**config.mk**
```make
export PLATFORM = sky130hd
export DESIGN_NAME = script_token_lexer_flat
export DESIGN_NICKNAME = d
export VERILOG_FILES = /design/src/design/slx_pkg.sv /design/src/design/slx_ifs.sv /design/src/design/slx_step.sv /design/src/design/slx_res_buf.sv /design/src/design/script_token_lexer.sv /design/src/flat_wrapper.sv
export SDC_FILE = /design/constraint.sdc
export NUM_CORES = 1
export LEC_CHECK = 0
export BUFFER_PORTS_ARGS = -buffer_cell sky130_fd_sc_hd__clkbuf_2
export CAP_MARGIN = 30
export CELL_PAD_IN_SITES_DETAIL_PLACEMENT = 1
export CELL_PAD_IN_SITES_GLOBAL_PLACEMENT = 2
export CORE_MARGIN = 3
export CORE_UTILIZATION = 40
export CTS_BUF_LIST = sky130_fd_sc_hd__clkbuf_8
export CTS_CLUSTER_SIZE = 40
export DETAILED_ROUTE_END_ITERATION = 8
export PLACE_DENSITY_LB_ADDON = 0.1
export SYNTH_ARGS = -nofsm -noshare
export SYNTH_HDL_FRONTEND = slang
export SYNTH_SLANG_ARGS = --single-unit
```
**constraint.sdc**
```tcl
create_clock -name clk -period 6.7 [get_ports clk]
set_input_delay 0.335 -clock clk [delete_from_list [all_inputs] [get_ports clk]]
set_output_delay 0.335 -clock clk [all_outputs]
set_load 0.02 [all_outputs]
```
**src/design/slx_pkg.sv**
```systemverilog
// Shared types, constants and helper functions for the script token lexer.
// No dependencies; compiled first.
`default_nettype none

package slx_pkg;

    localparam int POS_BITS      = 24;
    localparam int LEN_BITS      = 24;
    localparam int KEYWORD_CHARS = 6;
    localparam int MAX_RESULTS   = 3;

    typedef logic [POS_BITS-1:0]           pos_t;
    typedef logic [LEN_BITS-1:0]           len_t;
    typedef logic [KEYWORD_CHARS-1:0][7:0] word_buf_t;

    localparam len_t LEN_MAX = '1;

    typedef enum logic [3:0] {
        MODE_IDLE  = 4'd0,
        MODE_PEND  = 4'd1,
        MODE_STR   = 4'd2,
        MODE_BLOCK = 4'd3,
        MODE_LINE  = 4'd4,
        MODE_NUM   = 4'd5,
        MODE_WORD  = 4'd6
    } scan_mode_t;

    typedef enum logic [5:0] {
        TK_PLUS, TK_MINUS, TK_STAR, TK_SLASH, TK_DOUBLE_PLUS, TK_DOUBLE_MINUS,
        TK_DOUBLE_STAR, TK_DOUBLE_SLASH, TK_ASSIGN, TK_EQUAL, TK_NOT, TK_NOT_EQUAL,
        TK_GREATER_THAN, TK_GREATER_EQUAL, TK_LESS_THAN, TK_LESS_EQUAL,
        TK_PERCENTAGE, TK_OPEN_PAREN, TK_CLOSE_PAREN, TK_OPEN_BRACKET,
        TK_CLOSE_BRACKET, TK_OPEN_CURLY, TK_CLOSE_CURLY, TK_DOT, TK_DOUBLE_DOT,
        TK_COMMA, TK_STRING, TK_NUMBER, TK_NAME, TK_IF, TK_ELSE, TK_TRUE,
        TK_FALSE, TK_NIL, TK_FOR, TK_IN, TK_WHILE, TK_DO, TK_FUNC, TK_RETURN,
        TK_END
    } token_kind_t;

    typedef struct packed {
        scan_mode_t mode;
        logic [7:0] pend_char;
        pos_t       tok_start;
        pos_t       byte_pos;
        word_buf_t  word_buf;
        len_t       word_len;
        logic       star_seen;
    } lex_state_t;

    localparam lex_state_t LEX_RESET = '{
        mode:      MODE_IDLE,
        pend_char: 8'd0,
        tok_start: '0,
        byte_pos:  '0,
        word_buf:  '0,
        word_len:  '0,
        star_seen: 1'b0
    };

    typedef struct packed {
        token_kind_t kind;
        logic [23:0] start;
        logic [23:0] length;
        logic        last;
    } res_t;

    typedef struct packed {
        res_t [MAX_RESULTS-1:0] item;
        logic [1:0]             count;
    } res_bundle_t;

    function automatic pos_t pos_add(input pos_t p, input logic [1:0] k);
        logic [POS_BITS:0] s;
        s = {1'b0, p} + {{(POS_BITS-1){1'b0}}, k};
        return s[POS_BITS] ? pos_t'('1) : s[POS_BITS-1:0];
    endfunction

    function automatic logic [23:0] to_field(input pos_t p);
        logic [31:0] w;
        w = 32'(p);
        return (w > 32'(LEN_MAX)) ? LEN_MAX : w[23:0];
    endfunction

    function automatic len_t len_inc(input len_t n);
        return (n == LEN_MAX) ? n : n + len_t'(1);
    endfunction

    function automatic logic is_digit(input logic [7:0] b);
        return (b >= "0") && (b <= "9");
    endfunction

    function automatic logic is_alpha(input logic [7:0] b);
        return ((b >= "a") && (b <= "z")) || ((b >= "A") && (b <= "Z"));
    endfunction

    function automatic logic is_namech(input logic [7:0] b);
        return is_alpha(b) || is_digit(b) || (b == "_");
    endfunction

    function automatic logic is_pend_op(input logic [7:0] b);
        return (b == "+") || (b == "-") || (b == "*") || (b == "/") || (b == "=") ||
               (b == "!") || (b == ">") || (b == "<") || (b == ".");
    endfunction

    function automatic token_kind_t single_kind(input logic [7:0] c);
        token_kind_t k;
        unique case (c)
            "+":     k = TK_PLUS;
            "-":     k = TK_MINUS;
            "*":     k = TK_STAR;
            "/":     k = TK_SLASH;
            "=":     k = TK_ASSIGN;
            "!":     k = TK_NOT;
            ">":     k = TK_GREATER_THAN;
            "<":     k = TK_LESS_THAN;
            default: k = TK_DOT;
        endcase
        return k;
    endfunction

    function automatic logic pair_ok(input logic [7:0] c, input logic [7:0] b);
        logic ok;
        unique case (c)
            "+", "-", "*", "/", ".": ok = (b == c);
            "=", "!", ">", "<":      ok = (b == "=");
            default:                 ok = 1'b0;
        endcase
        return ok;
    endfunction

    function automatic token_kind_t pair_kind(input logic [7:0] c);
        token_kind_t k;
        unique case (c)
            "+":     k = TK_DOUBLE_PLUS;
            "-":     k = TK_DOUBLE_MINUS;
            "*":     k = TK_DOUBLE_STAR;
            "/":     k = TK_DOUBLE_SLASH;
            "=":     k = TK_EQUAL;
            "!":     k = TK_NOT_EQUAL;
            ">":     k = TK_GREATER_EQUAL;
            "<":     k = TK_LESS_EQUAL;
            default: k = TK_DOUBLE_DOT;
        endcase
        return k;
    endfunction

    // single-byte tokens decided at once
    function automatic logic is_single(input logic [7:0] b);
        return (b == "%") || (b == "(") || (b == ")") || (b == "[") || (b == "]") ||
               (b == "{") || (b == "}") || (b == ",");
    endfunction

    function automatic token_kind_t single_now_kind(input logic [7:0] b);
        token_kind_t k;
        unique case (b)
            "%":     k = TK_PERCENTAGE;
            "(":     k = TK_OPEN_PAREN;
            ")":     k = TK_CLOSE_PAREN;
            "[":     k = TK_OPEN_BRACKET;
            "]":     k = TK_CLOSE_BRACKET;
            "{":     k = TK_OPEN_CURLY;
            "}":     k = TK_CLOSE_CURLY;
            default: k = TK_COMMA;
        endcase
        return k;
    endfunction

    function automatic token_kind_t word_kind(input word_buf_t w, input len_t n);
        token_kind_t k;
        k = TK_NAME;
        if (n == len_t'(2) && {w[0], w[1]} == "if")
            k = TK_IF;
        else if (n == len_t'(2) && {w[0], w[1]} == "in")
            k = TK_IN;
        else if (n == len_t'(2) && {w[0], w[1]} == "do")
            k = TK_DO;
        else if (n == len_t'(3) && {w[0], w[1], w[2]} == "nil")
            k = TK_NIL;
        else if (n == len_t'(3) && {w[0], w[1], w[2]} == "for")
            k = TK_FOR;
        else if (n == len_t'(4) && {w[0], w[1], w[2], w[3]} == "else")
            k = TK_ELSE;
        else if (n == len_t'(4) && {w[0], w[1], w[2], w[3]} == "true")
            k = TK_TRUE;
        else if (n == len_t'(4) && {w[0], w[1], w[2], w[3]} == "func")
            k = TK_FUNC;
        else if (n == len_t'(5) && {w[0], w[1], w[2], w[3], w[4]} == "false")
            k = TK_FALSE;
        else if (n == len_t'(5) && {w[0], w[1], w[2], w[3], w[4]} == "while")
            k = TK_WHILE;
        else if (n == len_t'(6) && {w[0], w[1], w[2], w[3], w[4], w[5]} == "return")
            k = TK_RETURN;
        return k;
    endfunction

endpackage

`default_nettype wire

```
**src/design/slx_ifs.sv**
```systemverilog
// Valid/ready channel interfaces for the script token lexer.
// Depends on nothing; payload widths follow the field list.
`default_nettype none

interface slx_in_if;
    logic       valid;
    logic       ready;
    logic [7:0] source_byte;
    logic       byte_present;
    logic       end_of_source;

    modport source (output valid, source_byte, byte_present, end_of_source, input ready);
    modport sink   (input valid, source_byte, byte_present, end_of_source, output ready);
endinterface

interface slx_out_if;
    logic        valid;
    logic        ready;
    logic [5:0]  token_kind;
    logic [23:0] start_position;
    logic [23:0] token_length;
    logic        last_token;

    modport source (output valid, token_kind, start_position, token_length, last_token,
                    input ready);
    modport sink   (input valid, token_kind, start_position, token_length, last_token,
                    output ready);
endinterface

`default_nettype wire

```
**src/design/slx_step.sv**
```systemverilog
// Next-state and token logic for one input transaction of the lexer.
// Depends on slx_pkg.
`default_nettype none

module slx_step (
    input  slx_pkg::lex_state_t  state,
    input  logic [7:0]           source_byte,
    input  logic                 byte_present,
    input  logic                 end_of_source,
    output slx_pkg::lex_state_t  state_next,
    output slx_pkg::res_bundle_t results
);
    import slx_pkg::*;

    lex_state_t ns;
    res_t       cand [4];
    logic [3:0] cand_v;
    logic       do_disp;
    pos_t       p;
    logic [1:0] extra;
    logic [1:0] n;

    always_comb
    begin
        ns      = state;
        do_disp = 1'b0;
        p       = state.byte_pos;
        extra   = 2'd1;
        cand_v  = '0;
        for (int i = 0; i < 4; i++)
        begin
            cand[i] = '{kind: TK_END, start: 24'd0, length: 24'd0, last: 1'b0};
        end

        // slot 0: token closed by this byte, slot 1: token it starts and ends
        if (byte_present)
        begin
            ns.byte_pos = pos_add(state.byte_pos, 2'd1);
            unique case (state.mode)
                MODE_PEND:
                begin
                    if (state.pend_char == "/" && source_byte == "*")
                    begin
                        ns.mode      = MODE_BLOCK;
                        ns.star_seen = 1'b1;
                    end
                    else if (pair_ok(state.pend_char, source_byte))
                    begin
                        ns.mode   = MODE_IDLE;
                        cand_v[0] = 1'b1;
                        cand[0]   = '{kind: pair_kind(state.pend_char),
                                      start: to_field(state.tok_start),
                                      length: 24'd2, last: 1'b0};
                    end
                    else
                    begin
                        ns.mode   = MODE_IDLE;
                        do_disp   = 1'b1;
                        cand_v[0] = 1'b1;
                        cand[0]   = '{kind: single_kind(state.pend_char),
                                      start: to_field(state.tok_start),
                                      length: 24'd1, last: 1'b0};
                    end
                end
                MODE_STR:
                begin
                    if (source_byte == "\"")
                    begin
                        ns.mode   = MODE_IDLE;
                        cand_v[0] = 1'b1;
                        cand[0]   = '{kind: TK_STRING, start: to_field(state.tok_start),
                                      length: len_inc(state.word_len), last: 1'b0};
                    end
                    else
                    begin
                        ns.word_len = len_inc(state.word_len);
                    end
                end
                MODE_BLOCK:
                begin
                    if (state.star_seen && source_byte == "/")
                    begin
                        ns.mode      = MODE_IDLE;
                        ns.star_seen = 1'b0;
                    end
                    else
                    begin
                        ns.star_seen = (source_byte == "*");
                    end
                end
                MODE_LINE:
                begin
                    if (source_byte == "\n")
                        ns.mode = MODE_IDLE;
                end
                MODE_NUM:
                begin
                    if (is_digit(source_byte))
                    begin
                        ns.word_len = len_inc(state.word_len);
                    end
                    else
                    begin
                        ns.mode   = MODE_IDLE;
                        do_disp   = 1'b1;
                        cand_v[0] = 1'b1;
                        cand[0]   = '{kind: TK_NUMBER, start: to_field(state.tok_start),
                                      length: state.word_len, last: 1'b0};
                    end
                end
                MODE_WORD:
                begin
                    if (is_namech(source_byte))
                    begin
                        for (int i = 0; i < KEYWORD_CHARS; i++)
                        begin
                            if (state.word_len == len_t'(i))
                                ns.word_buf[i] = source_byte;
                        end
                        ns.word_len = len_inc(state.word_len);
                    end
                    else
                    begin
                        ns.mode   = MODE_IDLE;
                        do_disp   = 1'b1;
                        cand_v[0] = 1'b1;
                        cand[0]   = '{kind: word_kind(state.word_buf, state.word_len),
                                      start: to_field(state.tok_start),
                                      length: state.word_len, last: 1'b0};
                    end
                end
                default:
                begin
                    ns.mode = MODE_IDLE;
                    do_disp = 1'b1;
                end
            endcase

            if (do_disp)
            begin
                ns.tok_start = p;
                ns.word_len  = len_t'(1);
                if (is_pend_op(source_byte))
                begin
                    ns.pend_char = source_byte;
                    ns.mode      = MODE_PEND;
                end
                else if (is_single(source_byte))
                begin
                    cand_v[1] = 1'b1;
                    cand[1]   = '{kind: single_now_kind(source_byte), start: to_field(p),
                                  length: 24'd1, last: 1'b0};
                end
                else if (source_byte == "#")
                    ns.mode = MODE_LINE;
                else if (source_byte == "\"")
                    ns.mode = MODE_STR;
                else if (is_digit(source_byte))
                    ns.mode = MODE_NUM;
                else if (is_alpha(source_byte))
                begin
                    ns.word_buf    = '0;
                    ns.word_buf[0] = source_byte;
                    ns.mode        = MODE_WORD;
                end
            end
        end

        // slot 2: token left open at end of source, slot 3: END
        if (end_of_source)
        begin
            unique case (ns.mode)
                MODE_PEND:
                begin
                    cand_v[2] = 1'b1;
                    cand[2]   = '{kind: single_kind(ns.pend_char), start: to_field(ns.tok_start),
                                  length: 24'd1, last: 1'b0};
                end
                MODE_STR:
                begin
                    extra     = 2'd2;
                    cand_v[2] = 1'b1;
                    cand[2]   = '{kind: TK_STRING, start: to_field(ns.tok_start),
                                  length: ns.word_len, last: 1'b0};
                end
                MODE_BLOCK:
                    extra = 2'd2;
                MODE_NUM:
                begin
                    cand_v[2] = 1'b1;
                    cand[2]   = '{kind: TK_NUMBER, start: to_field(ns.tok_start),
                                  length: ns.word_len, last: 1'b0};
                end
                MODE_WORD:
                begin
                    cand_v[2] = 1'b1;
                    cand[2]   = '{kind: word_kind(ns.word_buf, ns.word_len),
                                  start: to_field(ns.tok_start),
                                  length: ns.word_len, last: 1'b0};
                end
                default:
                    extra = 2'd1;
            endcase
            cand_v[3] = 1'b1;
            cand[3]   = '{kind: TK_END, start: to_field(pos_add(ns.byte_pos, extra)),
                          length: 24'd0, last: 1'b1};
            ns = LEX_RESET;
        end

        // pack in order; anything beyond three tokens is dropped
        results = '0;
        n       = 2'd0;
        for (int i = 0; i < 4; i++)
        begin
            if (cand_v[i] && n != 2'd3)
            begin
                results.item[n] = cand[i];
                n               = n + 2'd1;
            end
        end
        results.count = n;
        state_next    = ns;
    end

endmodule

`default_nettype wire

```
**src/design/slx_res_buf.sv**
```systemverilog
// Three-entry result buffer that drains tokens one transaction at a time.
// Depends on slx_pkg and slx_out_if.
`default_nettype none

module slx_res_buf (
    input  logic                 clk,
    input  logic                 rst_n,
    input  logic                 load,
    input  slx_pkg::res_bundle_t results,
    output logic                 can_load,
    slx_out_if.source            out_ch
);
    import slx_pkg::*;

    res_t       slot_reg [MAX_RESULTS];
    logic [1:0] cnt_reg;
    logic [1:0] cnt_next;
    logic       take;

    assign take     = out_ch.valid && out_ch.ready;
    assign can_load = (cnt_reg == 2'd0) || (cnt_reg == 2'd1 && out_ch.ready);

    always_comb
    begin
        cnt_next = cnt_reg;
        if (load)
            cnt_next = results.count;
        else if (take)
            cnt_next = cnt_reg - 2'd1;
    end

    always_ff @(posedge clk or negedge rst_n)
    begin
        if (!rst_n)
            cnt_reg <= 2'd0;
        else
            cnt_reg <= cnt_next;
    end

    always_ff @(posedge clk)
    begin
        if (load)
        begin
            for (int i = 0; i < MAX_RESULTS; i++)
            begin
                slot_reg[i] <= results.item[i];
            end
        end
        else if (take)
        begin
            for (int i = 0; i < MAX_RESULTS - 1; i++)
            begin
                slot_reg[i] <= slot_reg[i+1];
            end
        end
    end

    assign out_ch.valid          = (cnt_reg != 2'd0);
    assign out_ch.token_kind     = slot_reg[0].kind;
    assign out_ch.start_position = slot_reg[0].start;
    assign out_ch.token_length   = slot_reg[0].length;
    assign out_ch.last_token     = slot_reg[0].last;

endmodule

`default_nettype wire

```
**src/design/script_token_lexer.sv**
```systemverilog
// Script token lexer: one source byte in per transaction, tokens out as kind/start/length.
// Depends on slx_pkg, slx_ifs, slx_step and slx_res_buf.
//
// The lexer takes one input transaction per clock while the buffer can load. Each
// accepted transaction updates the registered scan state and yields zero to three
// tokens, which are held in a three-entry result buffer and leave one per output
// transaction, first one the cycle after the input was taken. A new input is taken
// whenever the buffer is empty or its last token is leaving in the same cycle, so
// input runs at one byte per clock while items yield at most one token each and the
// output is not stalled. The END token closes a source (last_token high) and returns the
// lexer to its reset state; no start-up pass is needed after reset.
`default_nettype none

module script_token_lexer (
    input  logic      clk,
    input  logic      rst_n,
    slx_in_if.sink    in_ch,
    slx_out_if.source out_ch
);
    import slx_pkg::*;

    lex_state_t  state_reg;
    lex_state_t  state_next;
    res_bundle_t results;
    logic        can_load;
    logic        accept;

    assign in_ch.ready = can_load;
    assign accept      = in_ch.valid && can_load;

    slx_step u_step (
        .state         (state_reg),
        .source_byte   (in_ch.source_byte),
        .byte_present  (in_ch.byte_present),
        .end_of_source (in_ch.end_of_source),
        .state_next    (state_next),
        .results       (results)
    );

    always_ff @(posedge clk or negedge rst_n)
    begin
        if (!rst_n)
            state_reg <= LEX_RESET;
        else if (accept)
            state_reg <= state_next;
    end

    slx_res_buf u_res_buf (
        .clk      (clk),
        .rst_n    (rst_n),
        .load     (accept),
        .results  (results),
        .can_load (can_load),
        .out_ch   (out_ch)
    );

endmodule

`default_nettype wire

```
**src/flat_wrapper.sv**
```systemverilog
// flat-port wrapper written by rule: the top's interface ports become plain ports
module script_token_lexer_flat import slx_pkg::*;
  (clk, rst_n, in_ch_valid, in_ch_source_byte, in_ch_byte_present, in_ch_end_of_source, in_ch_ready, out_ch_valid, out_ch_token_kind, out_ch_start_position, out_ch_token_length, out_ch_last_token, out_ch_ready);
  slx_in_if in_ch_i ();
  slx_out_if out_ch_i ();
  input  logic clk;
  input  logic rst_n;
  input wire logic [$bits(in_ch_i.valid)-1:0] in_ch_valid;
  input wire logic [$bits(in_ch_i.source_byte)-1:0] in_ch_source_byte;
  input wire logic [$bits(in_ch_i.byte_present)-1:0] in_ch_byte_present;
  input wire logic [$bits(in_ch_i.end_of_source)-1:0] in_ch_end_of_source;
  output wire logic [$bits(in_ch_i.ready)-1:0] in_ch_ready;
  output wire logic [$bits(out_ch_i.valid)-1:0] out_ch_valid;
  output wire logic [$bits(out_ch_i.token_kind)-1:0] out_ch_token_kind;
  output wire logic [$bits(out_ch_i.start_position)-1:0] out_ch_start_position;
  output wire logic [$bits(out_ch_i.token_length)-1:0] out_ch_token_length;
  output wire logic [$bits(out_ch_i.last_token)-1:0] out_ch_last_token;
  input wire logic [$bits(out_ch_i.ready)-1:0] out_ch_ready;
  assign in_ch_i.valid = in_ch_valid;
  assign in_ch_i.source_byte = in_ch_source_byte;
  assign in_ch_i.byte_present = in_ch_byte_present;
  assign in_ch_i.end_of_source = in_ch_end_of_source;
  assign in_ch_ready = in_ch_i.ready;
  assign out_ch_valid = out_ch_i.valid;
  assign out_ch_token_kind = out_ch_i.token_kind;
  assign out_ch_start_position = out_ch_i.start_position;
  assign out_ch_token_length = out_ch_i.token_length;
  assign out_ch_last_token = out_ch_i.last_token;
  assign out_ch_i.ready = out_ch_ready;
  script_token_lexer u_core (.clk(clk), .rst_n(rst_n), .in_ch(in_ch_i), .out_ch(out_ch_i));
endmodule
```
==> results.ini, run 1 <==
[cts]
clock_latency_ns=0.67
path_clk_slew_ns=0.06
clock_path_buffers=3
cts_buffers=55
h-tree-depth=2
clockRootBuffer=clkbuf_8
cts_sinks=300
cts_tree=built

[critical_path]
cp.required_ns=7.13
worstSetupEndpointType=flip-flop
cp_max_fo=13
crit_type=reg -> reg
crit_arrival_ns=6.78
startpoint_type=flip-flop

[logic_synthesis]
synth_ff_type=edfxtp_1
synth_cells=2542
synth_top_area_share_pct=23.2
synth_area_leaders=edfxtp_1, dfrtp_1, nand2_1
ys_ff_latch=300
synth-edff-count=165
synth_warnings=0
ys_seq_area_share_pct=38.9
syn_avg_cell_area_sq_um=8.42
synth_fp_nets=2574
postSynth.asyncResetShare_pct=45.0
netlist_area_sq_um=21400
synth_cell_types=108
synth_area_leader_cell=edfxtp_1

[timing]
slew_violations=0
fin_hold_ws_ns=0.0894
finalSetupViolCount=0
final_hold_viol_count=0
fin_crit_ns=6.35
tightest_slew_ns=1.02
fmax_ghz=0.158
fin_crit_sh_pct=94.7
finalSetupTns_ns=0
max_slew_margin_pct=31.3
rsz0062_at_grt=false
final.setup_skew_ns=0.0316

[global_route]
antenna_found_initial=2
grt_remaining_overflow=0
first_global_vias=21000
grt_pass1_wl_microns=138000
track_usage_pct=31.7
grt_max_degree=88

[drt]
vias=21200
wl_met2_microns=40800
highest_layer=met5
wl_microns=91200
dr_wl_met3_microns=6240
wl_met1_microns=41300
drt_iter0_drc=2130
wl_per_cell_microns=28.4
drc=0
ant_nets=0
vias_per_cell=6.58
firstDrtPassIters=6

[die]
rows=84
start_util_pct=40.6
die_x_microns=237
dieArea_sq_um=56300
boundaryPins=71
fp.dieH_microns=237
core_area_sq_um=52800

[power]
power_leakage_uw=0.00866
powerDensity_nw_per_um2=351
peakVddDrop_v=0.000198
total_power_uw=8160

[place]
port_buffers=70
gp_congestion=0.998
hpwl_microns=64100

[finish]
final_cell_mix=nand2_1, o21ai_0, nor2_1, edfxtp_1, a21oi_1
nets=2515
layout_commonest_cell=nand2_1
drive_gt1_share_pct=12.1
largest_reg_flops=165
area_delta_synth_final_pct=8.58

[job]
cap_violations=0

[hold_path]
hp-class=in -> reg

[outcome]
status=finished, final reports clean

==> metrics by stage <==
step	util (%)	setup WS [ns]	instance area, sq um	instances
after detailed placement	41.8	0.102	22000	3109
after CTS	43.9	0.0536	23200	3212
after global routing	44.0	0.0384	23200	3216
after global placement	41.7	0.234	22000	3108
final	44.0	0.353	23200	3216
after floorplan	-	1.30	21400	2542
==> kinds of logic after synthesis <==
| family | share of synthesized area, % |
|---|---|
| and+or+nand+nor | 23.0 |
| xor gates and xnor gates | 2.54 |
| buffers and inverters | 6.70 |
| DFF | 38.9 |
| muxes | 1.87 |
| AOI/OAI and AO/OA | 25.9 |
| adders and majority gates | 1.09 |
==> path summary, 6_finish.rpt <==
| check | from | to | slack, ns | cells past startpoint |
|---|---|---|---|---|
| worst max-delay path | u_core.state_reg[125] | u_core.u_res_buf.slot_reg[0][29] | 0.35 | 18 |
| worst min-delay path | in_ch_source_byte[0] | u_core.state_reg[49] | 0.09 | 2 |
| max in group asynchronous | rst_n | u_core.state_reg[129] | 5.44 | 3 |
| min in group asynchronous | rst_n | u_core.state_reg[113] | 0.13 | 2 |
| worst max register to register | u_core.state_reg[125] | u_core.u_res_buf.slot_reg[0][29] | 0.35 | 18 |
| worst min register to register | u_core.state_reg[57] | u_core.state_reg[57] | 0.48 | 2 |
==> cells in the mapped netlist (19+ instances only) <==
cell type and instances:
nor4_1 30, nor2_1 197, nand2b_1 24, a21oi_1 141, o22ai_1 19, a22o_1 64
and2_1 24, and3_1 32, or2_2 19, xnor2_1 38, or3_1 19, xor2_1 24
a22oi_1 31, nor3_1 73, buf_2 24, nor2b_1 23, clkbuf_1 179, mux2i_1 32
nand2_1 348, a221oi_1 27, a221o_1 22, edfxtp_1 165, inv_1 41, a21o_1 28
nand4_1 37, dfrtp_1 135, o21ai_0 232, a31oi_1 31, nand3_1 70, buf_4 56
a211oi_1 37, o31ai_1 28
==> critical path, cell delays in order (launching register included) <==
cell,delay (ns)
dfrtp_1,0.54
or4b_2,0.79
nor4_4,0.26
nor2b_2,0.14
nor3b_4,0.21
o221a_2,0.32
a211oi_2,0.31
and2_1,0.19
nor2b_1,0.28
inv_1,0.13
fa_1,0.55
or2_2,0.41
nor4_1,0.29
buf_4,0.19
and3b_1,0.24
nand2_1,0.40
o21ai_0,0.34
o21ai_0,0.17
o21ai_0,0.34
==> power by group <==
group	switching, uW	total [uW]	internal (uW)
logic	2420	3360	936
registers	319	2950	2630
clock network	860	1850	990
==> final cells by class <==
cell class	instances	area, sq um
multi-input cells	1926	11700
clock buffers	61	840
clock inverters	40	283
well taps	688	861
inverters	43	166
fillers	6203	29500
diodes	1	2.50
repair buffers	157	1050
flip-flops and latches	300	8330
==> routing by layer <==
layer,global-route usage [%],up-vias
met5,0,-
met4,9.51,2
met2,49.8,839
li1,-,9323
met3,4.80,169
met1,45.4,10800
==> timing repair <==
action / in CTS / in global routing
gates resized for setup: 0 / 3
setup endpoints to repair: 0 / 132
setup buffers: 0 / 2
hold buffers: 2 / 0
endpoints found under the hold margin: 87 / 0
No activity file was read; power rests on OpenSTA's default activity.
==> inputs of run 2 (changes only) <==
- CORE_UTILIZATION: 40 -> 42
- SYNTH_HIERARCHICAL: default -> 1
==> results.ini, run 2 <==
[logic_synthesis]
synth_fp_nets=2521
ys_ff_latch=300
synth_cell_types=101
synth_warnings=6
synth_area_leaders=edfxtp_1, dfrtp_1, mux2_4
synth_area_leader_cell=edfxtp_1
postSynth.asyncResetShare_pct=45.0
synth_ff_type=edfxtp_1
ys_seq_area_share_pct=36.4
synth_top_area_share_pct=21.6
yosysMostFrequentCell=nor2_1
syn_avg_cell_area_sq_um=9.21
synth_cells=2489
synth-edff-count=165
netlist_area_sq_um=22900
synth_commonest_cells=nor2_1, nand2_1, edfxtp_1

[critical_path]
worstSetupEndpointType=flip-flop
cp.required_ns=7.14
reg2regPathDepth=15
startpoint_type=flip-flop
cpPeakStageDelay_ns=0.70
reg2reg_slack_ns=0.93
crit_slowest_cell=nor4_2
crit_arrival_ns=6.21
crit_type=reg -> reg
path_cells=nand2b_1 > or3_1 > a31o_4 > o21a_1 > a21oi_4 > buf_4 > nor3_1 > nor4b_1 > nand4_1 > nor4_2 > o21ai_1 > nand4b_1 > nor3b_2 > o211ai_1 > mux2_2
cp_max_fo=32

[cts]
ctsResizeCount=0
cts_sinks=300
path_clk_slew_ns=0.06
cts_tree=built
clock_path_buffers=3
postCtsHoldBufs=1
h-tree-depth=2
cts_buffers=57
postCtsSetupBuffers=0
clock_latency_ns=0.69
clockRootBuffer=clkbuf_8

[place]
place_inst=3075
port_buffers=70
hpwl_microns=60700
gp_congestion=0.932

[die]
boundaryPins=71
die_x_microns=240
rows=84
core_area_sq_um=53300
fp.dieH_microns=240
start_util_pct=43.0
dieArea_sq_um=57400

[drt]
wl_met2_microns=38000
drt_iter0_drc=1595
dr_wl_met3_microns=5630
drc=0
vias_per_cell=6.32
firstDrtPassIters=5
vias=20100
wl_per_cell_microns=26.9
wl_met1_microns=40200
wl_microns=85700
ant_nets=0
highest_layer=met4

[timing]
slew_violations=0
finalSetupViolCount=0
fmax_ghz=0.173
final.setup_skew_ns=0.0639
rsz0062_at_grt=false
max_slew_margin_pct=31.8
final_hold_viol_count=0
tightest_slew_ns=1.02
finalSetupTns_ns=0
fin_crit_sh_pct=86.1
fin_crit_ns=5.77

[power]
powerDensity_nw_per_um2=325
power_leakage_uw=0.00968
total_power_uw=7940
peakVddDrop_v=0.000402

[finish]
drive_gt1_share_pct=20.6
layout_commonest_cell=nor2_1
fin_cells=3184
final_cell_mix=nor2_1, nand2_1, edfxtp_1, mux2_4, a21oi_1
largest_reg_flops=165
nets=2480
area_delta_synth_final_pct=6.67

[outcome]
status=finished, final reports clean

[global_route]
grt_max_degree=111
grt_remaining_overflow=0
first_global_vias=20400
track_usage_pct=29.5
grt_pass1_wl_microns=131000
antenna_found_initial=4

[hold_path]
hp-class=in -> reg
hold_depth=3

[job]
cap_violations=0

run 2: cell count changes in the layout (fill, tap and decap cells not counted), moves of 21 or more:
cell      previous run  this run
a22o_1              64         3
xnor2_1             38        15
o21ai_0            232       118
mux2_2               7        95
mux2i_1             32        57
nand2_1            347       247
a211oi_1            37        16
nor2_1             197       311
mux2_4               0       159
a31oi_1             31        52
run 2: final cells by class:
type	count	area, sq um
Fill cell	6139	28800
Sequential cell	300	8330
Antenna cell	1	2.50
Tap cell	688	861
Clock buffer	66	908
Inverter	43	161
Clock inverter	40	210
Multi-Input combinational cell	1896	12900
Timing Repair Buffer	150	1030
run 2: kinds of logic after synthesis:
| logic type | Yosys count | share of synthesized area, % |
|---|---|---|
| DFF | 300 | 36.4 |
| xor gates and xnor gates | 32 | 1.22 |
| and+or+nand+nor | 984 | 21.1 |
| adders and majority gates | 18 | 1.02 |
| muxes | 312 | 17.6 |
| buffers and inverters | 293 | 7.26 |
| AOI/OAI and AO/OA | 550 | 15.4 |
run 2: layer usage:
metal / vias to the layer above / GRT usage [%]
li1: 9017 / -
met1: 10300 / 43.2
met2: 697 / 45.4
met3: 127 / 4.89
met4: 0 / 7.42
met5: - / 0
run 2: worst max-delay path: cells and delay by family, from the launching register on:
family	cells	cell delay, ns
simple gates	8	2.73
mux	1	0.28
flops	1	0.68
buf+inv	1	0.63
compound gates	5	1.21
run 2: where the power goes:
part,switching [uW],total [uW],internal (uW)
registers,232,2790,2560
logic,2190,3340,1150
clock network,869,1810,939
run 2: final timing paths:
kind / start / end
hold / removal: out_ch_ready / u_core/u_res_buf/cnt_reg[0]
max in group asynchronous: rst_n / u_core/state_reg[109]
min in group asynchronous: rst_n / u_core/state_reg[50]
hold reg to reg: u_core/u_res_buf/slot_reg[1][29] / u_core/u_res_buf/slot_reg[0][84]
setup reg to reg: u_core/state_reg[129] / u_core/u_res_buf/slot_reg[0][107]
setup / recovery: u_core/state_reg[129] / u_core/u_res_buf/slot_reg[0][107]
run 2: metrics by stage:
stage	worst slack, ns	hold WS [ns]	util, %	area (sq um)
6_report	0.929	0.113	45.9	24400
3_5_place_dp	0.783	0.455	43.7	23300
3_3_place_gp	0.848	0.447	43.6	23200
2_1_floorplan	0.865	0.0394	-	22900
5_1_grt	0.486	0.124	45.9	24400
4_1_cts	0.952	0.0670	45.8	24400
==> inputs of run 3 (changes only) <==
--- a/config.mk
+++ b/config.mk
@@ -17,2 +17,3 @@
 export PLACE_DENSITY_LB_ADDON = 0.1
+export SLEW_MARGIN = 0
 export SYNTH_ARGS = -nofsm -noshare
==> constraint.sdc (replaced) <==
create_clock -name clk -period 6.7 [get_ports clk]
set_input_delay 1.005 -clock clk [delete_from_list [all_inputs] [get_ports clk]]
set_output_delay 1.005 -clock clk [all_outputs]
set_load 0.02 [all_outputs]
==> results.ini, run 3 (same netlist as run 2, synthesis figures left out) <==
[timing]
finalSetupTns_ns=0
slew_violations=0
final_hold_viol_count=0
fin_crit_sh_pct=87.1
finalSetupViolCount=0
max_slew_margin_pct=31.6
fmax_ghz=0.171
fin_crit_ns=5.84
rsz0062_at_grt=false
final.setup_skew_ns=0.0386
tightest_slew_ns=1.02

[cts]
clock_latency_ns=0.69
ctsResizeCount=0
clockRootBuffer=clkbuf_8
clock_path_buffers=3
postCtsSetupBuffers=0
cts_tree=built
path_clk_slew_ns=0.06
cts_sinks=300
cts_buffers=57
h-tree-depth=2
postCtsHoldBufs=0

[die]
die_x_microns=240
dieArea_sq_um=57400
boundaryPins=71
start_util_pct=43.0
rows=84
fp.dieH_microns=240
core_area_sq_um=53300

[critical_path]
crit_arrival_ns=6.25
rr_endpoint=u_core/u_res_buf/slot_reg[0][27]
r2r_start=u_core/state_reg[127]
crit_slowest_cell=or4b_4
cp.required_ns=7.11
worstSetupEndpointType=flip-flop
path_cells=clkbuf_2 > or4b_4 > nor3_4 > a31o_4 > o21a_1 > a21oi_4 > buf_4 > nand2_1 > buf_4 > inv_1 > ha_1 > nand2b_1 > nand3_2 > o21ai_0 > inv_1 > ha_1 > nor2b_1 > nand2_1 > buf_4 > and2_1 > a221o_1 > mux2_4
reg2reg_slack_ns=0.90
critPathMostFrequentCell=buf_4
reg2regPathDepth=21
crit_type=in -> reg
crit_family=simple AND/OR/NAND/NOR gates
cp_max_fo=10
critical_path_buf_inv_count=6
startpoint_type=primary input
cpPeakStageDelay_ns=0.63

[finish]
multi_input_area_sq_um=12900
seq_area_sq_um=8330
layout_commonest_cell=nor2_1
nets=2495
num-fill-cells=6110
final_cell_mix=nor2_1, nand2_1, edfxtp_1, mux2_4, a21oi_1
drive_gt1_share_pct=21.3
largest_reg_flops=165
area_delta_synth_final_pct=7.01

[power]
powerDensity_nw_per_um2=327
peakVddDrop_v=0.000489
power_leakage_uw=0.00974
total_power_uw=8010

[drt]
vias_per_cell=6.27
vias=20000
firstDrtPassIters=5
drt_iter0_drc=1524
ant_nets=0
wl_microns=86100
drc=0
wl_per_cell_microns=26.9

[place]
port_buffers=70
hpwl_microns=61400
gp_congestion=0.937

[global_route]
antenna_found_initial=2
grt_pass1_wl_microns=129000
first_global_vias=20100
track_usage_pct=29.5
grt_max_degree=111
grt_remaining_overflow=0

[hold_path]
hp-class=in -> async

[job]
cap_violations=0

[outcome]
status=finished, final reports clean

[run 3: cell count changes in the layout (fill, tap and decap cells not counted), sizes merged]
cell,change
clkbuf,-1
buf,+16
dlygate4sd3,-1
clkinv,+2
inv,-3
clkinvlp,+1
[run 3: metrics by stage]
step	util [%]	instances	hold slack [ns]	area, sq um	setup WS [ns]
global placement	43.8	3088	0.504	23300	0.334
global route	46.0	3198	0.412	24500	0.436
detailed placement	43.9	3090	0.523	23400	0.261
floorplan	-	2489	0.475	22900	0.195
finish	46.0	3198	0.380	24500	0.861
CTS	46.0	3195	0.385	24500	0.965
[run 3: area by class of cell]
class                   instances  area share, %
clock inverters                40          0.898
well taps                     688           3.51
flip-flops and latches        300           34.0
inverters                      43          0.658
diodes                          1         0.0102
multi-input cells            1896           52.8
repair buffers                165           4.54
clock buffers                  65           3.65
[run 3: how the worst max path moves through the flow]
stage | cells past startpoint | endpoint | start
after detailed placement | 22 | u_core/u_res_buf/slot_reg[0][89] | in_ch_source_byte[7]
final | 22 | u_core/u_res_buf/slot_reg[0][27] | in_ch_source_byte[7]
after floorplan | 25 | u_core/u_res_buf/slot_reg[0][36] | in_ch_source_byte[4]
after global placement | 16 | u_core/u_res_buf/slot_reg[0][107] | in_ch_source_byte[0]
after global routing | 21 | u_core/u_res_buf/slot_reg[0][89] | u_core/state_reg[123]
after CTS | 21 | u_core/u_res_buf/slot_reg[0][27] | u_core/state_reg[127]
[run 3: where the power goes]
group,switching (uW),internal (uW),leakage (uW)
Combinational,2210,1200,0.00556
Sequential,241,2560,0.00353
Clock,879,931,0.000644
Total,3330,4680,0.00974
[run 3: per-layer routing]
layer  vias up  wire length (microns)  global-route usage, %
li1       9059                      -                      -
met1     10200                  40700                   43.4
met2       660                  37700                   45.2
met3       129                   5440                   4.39
met4         0                   2210                   8.15
met5         -                      0                      0
